`src/rtl/rs3_pkg.sv`:
```
// Shared types and constants for the raster_slope_3x3 block.
// Used by rs3_ctrl, rs3_dp and the top level; depends on nothing.
package rs3_pkg;

	localparam int MAX_W   = 4096;
	localparam int COL_W   = $clog2(MAX_W);
	localparam int PIX_W   = 24;
	localparam int ROOT_STEPS = 32;

	// configuration register indexes
	localparam logic [2:0] REG_WIDTH  = 3'd0;
	localparam logic [2:0] REG_HEIGHT = 3'd1;
	localparam logic [2:0] REG_NODATA = 3'd2;
	localparam logic [2:0] REG_INV_X  = 3'd3;
	localparam logic [2:0] REG_INV_Y  = 3'd4;

	localparam logic [12:0] WIDTH_RST  = 13'd4096;
	localparam logic [15:0] HEIGHT_RST = 16'd4096;
	localparam logic [23:0] NODATA_RST = 24'hD8E100; // -10015 m in Q16.8
	localparam logic [31:0] INV_RST    = 32'd2796203;

	// controller -> datapath commands
	typedef struct packed {
		logic load_in;
		logic pos;
		logic rd;
		logic mulx;
		logic muly;
		logic sqx;
		logic sqy;
		logic sum;
		logic root;
		logic out_load;
	} cmd_t;

	// datapath -> controller status
	typedef struct packed {
		logic emit;
		logic nodata;
		logic root_done;
		logic out_free;
	} sts_t;

endpackage

```
`src/rtl/rs3_ctrl.sv`:
```
// Sequencer for raster_slope_3x3: walks one pixel through the datapath steps.
// Depends on rs3_pkg.
module rs3_ctrl (
	input  logic          clk,
	input  logic          arst_n,
	input  logic          in_valid,
	output logic          in_ready,
	input  rs3_pkg::sts_t sts,
	output rs3_pkg::cmd_t cmd
);
	import rs3_pkg::*;

	typedef enum logic [3:0] {
		ST_IDLE, ST_POS, ST_RD, ST_MULX, ST_MULY, ST_SQX, ST_SQY, ST_SUM, ST_ROOT, ST_FIN
	} state_t;

	state_t state_q;

	always_comb begin
		cmd          = '0;
		in_ready     = (state_q == ST_IDLE);
		cmd.load_in  = (state_q == ST_IDLE) && in_valid;
		cmd.pos      = (state_q == ST_POS);
		cmd.rd       = (state_q == ST_RD);
		cmd.mulx     = (state_q == ST_MULX);
		cmd.muly     = (state_q == ST_MULY);
		cmd.sqx      = (state_q == ST_SQX);
		cmd.sqy      = (state_q == ST_SQY);
		cmd.sum      = (state_q == ST_SUM);
		cmd.root     = (state_q == ST_ROOT);
		cmd.out_load = (state_q == ST_FIN) && sts.out_free;
	end

	always_ff @(posedge clk or negedge arst_n) begin
		if (!arst_n) begin
			state_q <= ST_IDLE;
		end else begin
			case (state_q)
				ST_IDLE: if (in_valid) state_q <= ST_POS;
				ST_POS:  state_q <= ST_RD;
				ST_RD: begin
					if (!sts.emit)       state_q <= ST_IDLE;
					else if (sts.nodata) state_q <= ST_FIN;
					else                 state_q <= ST_MULX;
				end
				ST_MULX: state_q <= ST_MULY;
				ST_MULY: state_q <= ST_SQX;
				ST_SQX:  state_q <= ST_SQY;
				ST_SQY:  state_q <= ST_SUM;
				ST_SUM:  state_q <= ST_ROOT;
				ST_ROOT: if (sts.root_done) state_q <= ST_FIN;
				ST_FIN:  if (sts.out_free) state_q <= ST_IDLE;
				default: state_q <= ST_IDLE;
			endcase
		end
	end

endmodule

```
`config.mk`:
```
export PLATFORM = sky130hd
export DESIGN_NAME = rs3_ctrl
export DESIGN_NICKNAME = d
export VERILOG_FILES = /design/src/rtl/rs3_pkg.sv /design/src/rtl/rs3_ctrl.sv
export SDC_FILE = /design/constraint.sdc
export NUM_CORES = 1
export LEC_CHECK = 0
export BUFFER_PORTS_ARGS = -buffer_cell sky130_fd_sc_hd__buf_2
export CAP_MARGIN = 20
export CELL_PAD_IN_SITES_DETAIL_PLACEMENT = 0
export CELL_PAD_IN_SITES_GLOBAL_PLACEMENT = 1
export CORE_MARGIN = 10
export CORE_UTILIZATION = 26
export CTS_CLUSTER_DIAMETER = 30
export CTS_CLUSTER_SIZE = 30
export DETAILED_ROUTE_END_ITERATION = 8
export PLACE_DENSITY_LB_ADDON = 0.1
export SYNTH_ARGS = -nofsm -noshare
export SYNTH_HDL_FRONTEND = slang
export SYNTH_SLANG_ARGS = --single-unit
export TNS_END_PERCENT = 20
```
`constraint.sdc`:
```
create_clock -name clk -period 1.3 [get_ports clk]
set_clock_uncertainty 0.2 [all_clocks]
set_input_delay 0.065 -clock clk [delete_from_list [all_inputs] [get_ports clk]]
set_output_delay 0.065 -clock clk [all_outputs]
set_load 0.01 [all_outputs]
```
; Yosys cells after proc, flatten, opt, wreduce, memory -nomap -nowiden
; Cells that the tools add are included.
[totals]
in_bits = 7
ramBits = 0
latchBits = 0
register_bits = 4
mem_count = 0
elab_cells = 23
rom_bits = 0
[op_classes]
n_eq_ne = 12
add_sub_neg = 0
order_cmp = 0
n_mux = 6
bitwise = 0
div_mod_pow = 0
n_reduce_logical = 4
multipliers = 0
n_shift = 0
[ops]
columns = cell, count
row1 = one-hot mux 4 bit (10 select lines), 1
row2 = two-way mux 4 bit, 5
row3 = == test 4 x 3 -> 1 bit (second input constant), 4
row4 = == test 4 x 2 -> 1 bit (second input constant), 2
row5 = == test 4 bit (second input constant), 2
row6 = != test 2 bit (second input constant), 3
row7 = == test 4 x 1 -> 1 bit (second input constant), 1
row8 = logical NOT 4 bit, 1
row9 = AND reduction 3 bit, 1
row10 = logical AND 1 bit, 2

; Longest topological paths before layout
; Gate-level depths: netlist of the first run.
[depth]
ltp_word = 3
ltp_mapped = 4

; Least setup slack after synthesis of the first run
; OpenSTA, ideal clock, no wires.
[synth_path]
path_type = register to output
from = register state_q[0]
to = output port cmd[9] (netlist name)
stages_incl_launch_ff = 4
required_time_ns = 1.035
slack_ns = -0.091
t_arrival_ns = 1.126
path_buffers = 1
cell_sequence = dfrtp_1 -> buf_2 -> nor4_2 -> and2_1
[synth_lines]
columns = item, line
row1 = from (decl), rs3_ctrl.sv:17  ; state_t state_q;
row2 = from (signal assigned), rs3_ctrl.sv:36  ; state_q <= ST_IDLE;
row3 = from (signal assigned), rs3_ctrl.sv:39  ; ST_IDLE: if (in_valid) state_q <= ST_POS;
row4 = from (signal assigned), rs3_ctrl.sv:40  ; ST_POS: state_q <= ST_RD;
row5 = to (decl), rs3_ctrl.sv:9  ; output rs3_pkg::cmd_t cmd

==> metrics.csv, run 1 <==
metric,value,unit
crit_required,1.03,ns
cts_max_level,1,
hold_viol,0,
wl_per_cell,13.2,um
holdWs,0.0462,ns
crit_chain,buf_6 > nor4_4 > and2_4 > buf_6,
worst-r2r-setup-slack,-0.14,ns
clock-sinks,4,
antenna_left,0,
layout.nets,88,
grt_pass1_vias,496,
rows,13,
ios,18,
overflow,0,
synth_common_cells,"nor2_1 (5), nor3_1 (5), dfrtp_1 (4)",
wl,1.24,mm
synth_nets,48,
antenna_found_initial,0,
violations,negative setup slack,
fin_crit_sh,124,%
grt_pass1_wl,2.10,mm
status,"complete, but fails checks",
slowest_delay,0.44,ns
worstPathArrival,1.34,ns
reg2reg_to,state_q[3],
vdd_ir_drop_max,0.959,mV
drt_first_pass_iters,4,
start_util,27.9,%
critPathBufInv,2,
rr_worst_depth,4,
async_flop_share,100,%
ys_seq_area_share,27.6,%
ys.flop_type,dfrtp_1,
crit_type,flop to output port,
netlist_area,363,um^2
worstSetupEndpointType,output port,
final_max_slew_viol_count,0,
tns,-2.75,ns
grtUsageTotal,7.74,%
ys_warn_count,0,
rr_startpoint,state_q[1],
drv_cap,0,
clock_latency,0.23,ns
min_from,sts[1],
timing.critical_path.from_type,flop,
worstPathMaxFanout,6,
cts_buffer_depth,2,
dieArea,3290,um^2
leakagePower,0.362,nW
fin_crit,1.61,ns
synth_edf_count,0,
numCtsBuffers,3,
slowest_stage,dfrtp_2,
largest_register_ff_count,4,
power_density,2060,nW/um^2
min_path_cells,3,
dp_hpwl,942,um
vias_per_cell,4.63,
syn_area_per_cell,8.85,um^2
syn_inst,41,
cts_tree,done,
remaining_drc_errors,0,
min_to,state_q[0],
place.gp.congestion,0.738,
max_slew_margin,83.5,%
drive_gt1_share,70.9,%
synth_area_leaders,"dfrtp_1 (28%), nor3_1 (6.9%), buf_6 (6.2%), nor2_1 (5.2%), o32ai_2 (4.5%)",
synth_area_leader_cell,dfrtp_1,
min_path_type,primary input to flop,
path_delay_family,simple AND/OR/NAND/NOR gates,
setup_slack,-0.309,ns
drt_iter0_markers,3,
grt_max_degree,9,
largest_register,state_q,
synth-seq-cells,4,
antenna_cells,0,
worstMarginPinSlew,0.244,ns
clock.fmax,621,MHz
critical_path.most_common_cell,buf_6,
cts.clk_slew.worst_paths,0.04,ns
netlist.area_leader.share,27.6,%
rsz0062_at_grt,true,
ys_types,27,
coreArea,1300,um^2
portBuffers,17,
dieHeight,57.4,um
place_ws,-0.116,ns
setup_violations,14,
root_buffer,clkbuf_4,
die_w,57.4,um
vias,435,
top_regs,state_q: 4 flops,
synthToLayoutAreaGrowth,102,%
cell type report:
class,count,area (um^2)
fillers,130,568
clock buffers,3,22.5
repair buffers,39,299
flip-flops and latches,4,105
multi-input cells,33,288
well taps,15,18.8
worst register-to-register path: cells and delay by family (launching register included):
kind                   cells  cell delay (ns)
DFF                        1             0.43
and+or+nand+nor            2             0.36
AOI/OAI and AO/OA          1             0.25
buffers and inverters      1             0.14
how the worst max path moves through the flow:
stage / startpoint / slack [ns] / cells past startpoint / end
floorplan: state_q[3] / -0.02 / 3 / cmd[9]
CTS: state_q[2] / -0.31 / 4 / cmd[9]
finish: state_q[2] / -0.31 / 4 / cmd[9]
global route: state_q[2] / -0.34 / 4 / cmd[9]
detailed placement: state_q[2] / -0.12 / 3 / state_q[3]
global placement: state_q[2] / -0.10 / 3 / state_q[3]
stage by stage:
| step | area [um^2] | instances | total power [mW] | utilization [%] |
|---|---|---|---|---|
| floorplan | 377 | 41 | 0.757 | - |
| global placement | 528 | 80 | 1.05 | 40.6 |
| detailed placement | 528 | 80 | 1.06 | 40.6 |
| CTS | 683 | 92 | 1.44 | 52.5 |
| global route | 733 | 94 | 1.62 | 56.3 |
| finish | 733 | 94 | 1.51 | 56.3 |
metal layers:
layer / part of all wire (%) / up-vias / track usage (%)
li1: - / 225 / -
met4: 1.5 / 0 / 5.03
met5: 0 / - / 0
met1: 45 / 196 / 8.02
met2: 49 / 12 / 13.8
met3: 5.0 / 2 / 1.33
cell usage in the layout (no fill, tap or decap), types with 2 or more instances in the layout:
master,instances
clkbuf_4,3
dlygate4sd3_1,4
buf_2,15
buf_6,9
nor3_1,2
dfrtp_2,4
nor3_2,2
buf_4,11
nor2_1,4
logic make-up (layout without fill, tap and decap cells):
kind of cell	after synthesis	count (layout)	share of synthesized area [%]
buf+inv	4	42	9.65
flops	4	4	27.6
compound gates	6	6	14.5
simple gates	26	26	45.9
xor+xnor	1	1	2.41
timing repair:
item | CTS | global route
hold buffers | 4 | 0
pin swaps | 5 | 4
endpoints found under the hold margin | 6 | 0
gates cloned | 0 | 0
resized for setup | 14 | 8
buffers inserted | 5 | 2
endpoints found under the setup margin | 14 | 15
where the power goes:
group | internal [mW] | leakage, nW | total, mW | switching, mW
Clock | 0.103 | 0.0138 | 0.145 | 0.0423
Combinational | 0.631 | 0.302 | 1.08 | 0.445
Sequential | 0.186 | 0.0459 | 0.293 | 0.106
No activity file was read; power rests on OpenSTA's default activity.
==> run 2: changes to the inputs <==
Settings changed: CORE_AREA set to 10 10 47 49, CORE_MARGIN 10 to not set, CORE_UTILIZATION 26 to not set, CTS_BUF_LIST set to sky130_fd_sc_hd__clkbuf_2 sky130_fd_sc_hd__clkbuf_4 sky130_fd_sc_hd__clkbuf_8, DIE_AREA set to 0 0 57 59.
==> metrics.csv, run 2 (synthesized netlist as in run 1, its figures left out) <==
metric,value,unit
clock.fmax,632,MHz
status,"complete, but fails checks",
rsz0062_at_grt,true,
largest_register_ff_count,4,
met2_usage,11.9,%
drt_first_pass_iters,2,
gr-usage-met1,7.86,%
power_density,2080,nW/um^2
worstSetupEndpointType,output port,
worstMarginPinSlew,0.280,ns
wl,1.21,mm
violations,negative setup slack,
use_met3,1.72,%
crit_type,flop to output port,
antenna_left,0,
layout_common_cells,"buf_2 (16), buf_4 (8), buf_6 (5)",
worst-r2r-setup-slack,-0.22,ns
dieArea,3360,um^2
placed_area,519,um^2
slowest_delay,0.44,ns
drive_gt1_share,71.6,%
portBuffers,17,
critPathBufInv,2,
vias,430,
stdcell_count,90,
top_regs,state_q: 4 flops,
crit_start,state_q[2],
clock_latency,0.24,ns
grtUsageTotal,7.44,%
setup_slack,-0.281,ns
max_slew_margin,81.4,%
grt_pass1_wl,1.99,mm
fin_crit_sh,122,%
holdWs,0.0128,ns
crit_path_end,cmd[9],
rr_worst_depth,5,
start_util,25.9,%
grt_max_degree,10,
layout.nets,83,
cts_tree,done,
crit_required,1.03,ns
overflow,0,
dp.cells,78,
rr_startpoint,state_q[1],
root_buffer,clkbuf_4,
fin_area,707,um^2
largest_register,state_q,
finalPower,1.47,mW
leakagePower,0.347,nW
cts.clk_slew.worst_paths,0.04,ns
worstPathMaxFanout,6,
path_delay_family,flip-flops,
critical_path.most_common_cell,buf_6,
final_max_slew_viol_count,0,
ios,18,
coreArea,1400,um^2
drt_iter0_markers,10,
vias_per_cell,4.78,
dieHeight,59,um
synthToLayoutAreaGrowth,94.8,%
nFillCells,146,
fin_crit,1.58,ns
drv_cap,0,
dp_hpwl,858,um
place.gp.congestion,0.703,
numCtsBuffers,3,
crit_cells,4,
hold_viol,0,
timing.critical_path.from_type,flop,
layout_commonest_cell,buf_2,
cts_buffer_depth,2,
top_usage_layer,met2,
slowest_stage,dfrtp_2,
rows,14,
worstPathArrival,1.32,ns
clock-sinks,4,
antenna_found_initial,0,
min_path_type,primary input to flop,
setup_violations,13,
antenna_cells,0,
wl_per_cell,13.4,um
cts_max_level,1,
remaining_drc_errors,0,
grt_pass1_vias,451,
reg2reg_to,state_q[0],
vdd_ir_drop_max,0.929,mV
die_w,57,um
crit_chain,buf_6 > nor4_4 > and2_4 > buf_6,
==> run 2: changes by cell type in the layout (fill, tap and decap cells not counted), sizes merged <==
cell | previous run | this run
buf | 35 | 30
==> run 2: tightest hold or removal path, cell delays in order <==
cell and delay [ns]:
buf_2 0.10, a2bb2oi_1 0.15, o32ai_2 0.10
==> run 2: area by class of cell <==
cell class,instances,area (um^2),area share [%]
sequential,4,104,14.7
tap,16,20.0,2.83
timing repair buffer,34,256,36.3
multi-input combinational,33,304,43.0
clock buffer,3,22.5,3.19
==> run 2: worst min path at each step <==
| stage | startpoint | endpoint | slack (ns) | cells after the start |
|---|---|---|---|---|
| 2_1_floorplan | arst_n | state_q[0] | -0.43 | 0 |
| 3_3_place_gp | arst_n | state_q[2] | -0.33 | 1 |
| 3_5_place_dp | arst_n | state_q[3] | -0.32 | 1 |
| 4_1_cts | sts[1] | state_q[0] | 0.01 | 3 |
| 5_1_grt | sts[1] | state_q[0] | 0.01 | 3 |
| 6_report | sts[1] | state_q[0] | 0.01 | 3 |
==> run 2: metal layers <==
layer | vias up | wire [um]
li1 | 210 | -
met1 | 202 | 520
met2 | 13 | 608
met3 | 5 | 37
met4 | 0 | 42
met5 | - | 0
==> run 2: what timing repair did <==
| item | CTS | global route |
|---|---|---|
| hold endpoints to repair | 6 | 0 |
| setup buffers | 4 | 1 |
| hold buffers | 4 | 0 |
| setup endpoints to repair | 14 | 15 |
| pin swaps | 3 | 2 |
| resized for setup | 9 | 10 |
==> run 2: where the power goes <==
group / switching (mW) / total [mW] / internal, mW
Sequential: 0.123 / 0.307 / 0.185
Combinational: 0.415 / 1.00 / 0.587
Clock: 0.0543 / 0.158 / 0.104
==> run 2: metrics by stage <==
step           util, %  setup WS, ns  setup TNS [ns]
2_1_floorplan        -       -0.0184         -0.0411
3_3_place_gp      37.1        -0.107          -0.537
3_5_place_dp      37.1        -0.104          -0.515
4_1_cts           46.1        -0.303           -2.94
5_1_grt           50.4        -0.360           -3.83
6_report          50.4        -0.281           -2.94
==> run 3: changes to the inputs <==
--- a/constraint.sdc
+++ b/constraint.sdc
@@ -4,2 +4,2 @@
 set_output_delay 0.065 -clock clk [all_outputs]
-set_load 0.01 [all_outputs]
+set_load 0.1 [all_outputs]
==> metrics.csv, run 3 (synthesized netlist as in run 1, its figures left out) <==
metric,value,unit
hold_viol,0,
min_path_cells,4,
largest_register,state_q,
numCtsBuffers,3,
root_buffer,clkbuf_4,
top_regs,state_q: 4 flops,
setup_violations,14,
place.gp.congestion,0.817,
min_from,sts[3],
worstMarginPinSlew,0.215,ns
antenna_found_initial,0,
rr_worst_depth,5,
setup_slack,-0.347,ns
crit_start,state_q[2],
crit_cells,3,
slowest_stage,dfrtp_2,
cts_max_level,1,
vias,437,
fin_area,917,um^2
crit_type,flop to output port,
drv_cap,0,
status,"complete, but fails checks",
fin_crit,1.65,ns
largest_register_ff_count,4,
regArea,104,um^2
grt_pass1_vias,491,
multi_input_area,332,um^2
grt_max_degree,13,
start_util,25.9,%
dieHeight,59,um
min_path_type,primary input to flop,
path_delay_family,simple AND/OR/NAND/NOR gates,
cts.clk_slew.worst_paths,0.04,ns
worstPathArrival,1.38,ns
dieArea,3360,um^2
wl,1.29,mm
rows,14,
grtUsageTotal,7.76,%
ios,18,
layout.nets,88,
cts_tree,done,
drive_gt1_share,72.2,%
rsz0062_at_grt,true,
remaining_drc_errors,0,
crit_chain,and2b_4 > nor3b_4 > buf_12,
nFillCells,117,
antenna_left,0,
clock.fmax,607,MHz
wl_per_cell,13.6,um
timing.critical_path.from_type,flop,
grt_pass1_wl,2.16,mm
tns,-3.81,ns
layout_commonest_cell,buf_4,
layout_common_cells,"buf_4 (14), buf_12 (11), buf_2 (6)",
dp.cells,82,
vias_per_cell,4.60,
clock_latency,0.23,ns
fin_crit_sh,127,%
fin_util,65.4,%
stdcell_count,95,
coreArea,1400,um^2
crit_required,1.03,ns
antenna_cells,0,
drt_iter0_markers,0,
slowest_delay,0.45,ns
portBuffers,17,
synthToLayoutAreaGrowth,153,%
overflow,0,
rr_startpoint,state_q[1],
worstPathMaxFanout,6,
violations,negative setup slack,
die_w,57,um
drt_first_pass_iters,1,
clock-sinks,4,
cts_buffer_depth,2,
worstSetupEndpointType,output port,
max_slew_margin,85.4,%
critPathBufInv,1,
placed_area,733,um^2
final_max_slew_viol_count,0,
dp_hpwl,967,um
run 3: cell count changes in the layout (fill, tap and decap cells not counted), moves of 3 or more:
cell,change
buf_12,+10
buf_2,-10
buf_4,+6
nor3_2,-3
nor3_4,+4
run 3: timing repair:
action / 4_1_cts / 5_1_grt
buffers inserted: 2 / 3
gates cloned: 0 / 0
endpoints found under the setup margin: 15 / 15
resized for setup: 15 / 6
hold buffers: 5 / 0
pin swaps: 5 / 3
endpoints found under the hold margin: 6 / 0
run 3: path summary, 6_finish.rpt:
kind	endpoint	slack [ns]
max	cmd[1]	-0.35
min	state_q[0]	0.1
max reg2reg	state_q[3]	-0.22
min reg2reg	state_q[1]	0.55
max in group asynchronous	state_q[2]	0.18
min in group asynchronous	state_q[3]	0.53
run 3: worst reg2reg max path, delay by kind of cell, from the launching register on:
family | cells | cell delay, ns
flip-flops | 1 | 0.44
buffers and inverters | 2 | 0.26
AND/OR/NAND/NOR | 3 | 0.49
run 3: area by class of cell:
type	instances	share of cell area [%]
Tap cell	16	2.18
Timing Repair Buffer	39	47.9
Multi-Input combinational cell	33	36.2
Sequential cell	4	11.3
Clock buffer	3	2.46
run 3: layer usage:
layer	part of all wire, %	GRT usage, %
met1	40	8.38
met3	5.7	3.22
met5	0	0
met2	55	13.6
met4	0	2.01
run 3: through the flow:
stage	hold WS (ns)	worst slack (ns)
after global routing	0.122	-0.407
after CTS	0.0845	-0.358
after floorplan	-0.431	-1.11
final	0.0966	-0.347
after detailed placement	-0.326	-0.229
after global placement	-0.330	-0.198
Power of run 3 is not shown: default switching activity piles up to over one toggle a cycle in this logic, so the estimate is an artifact.
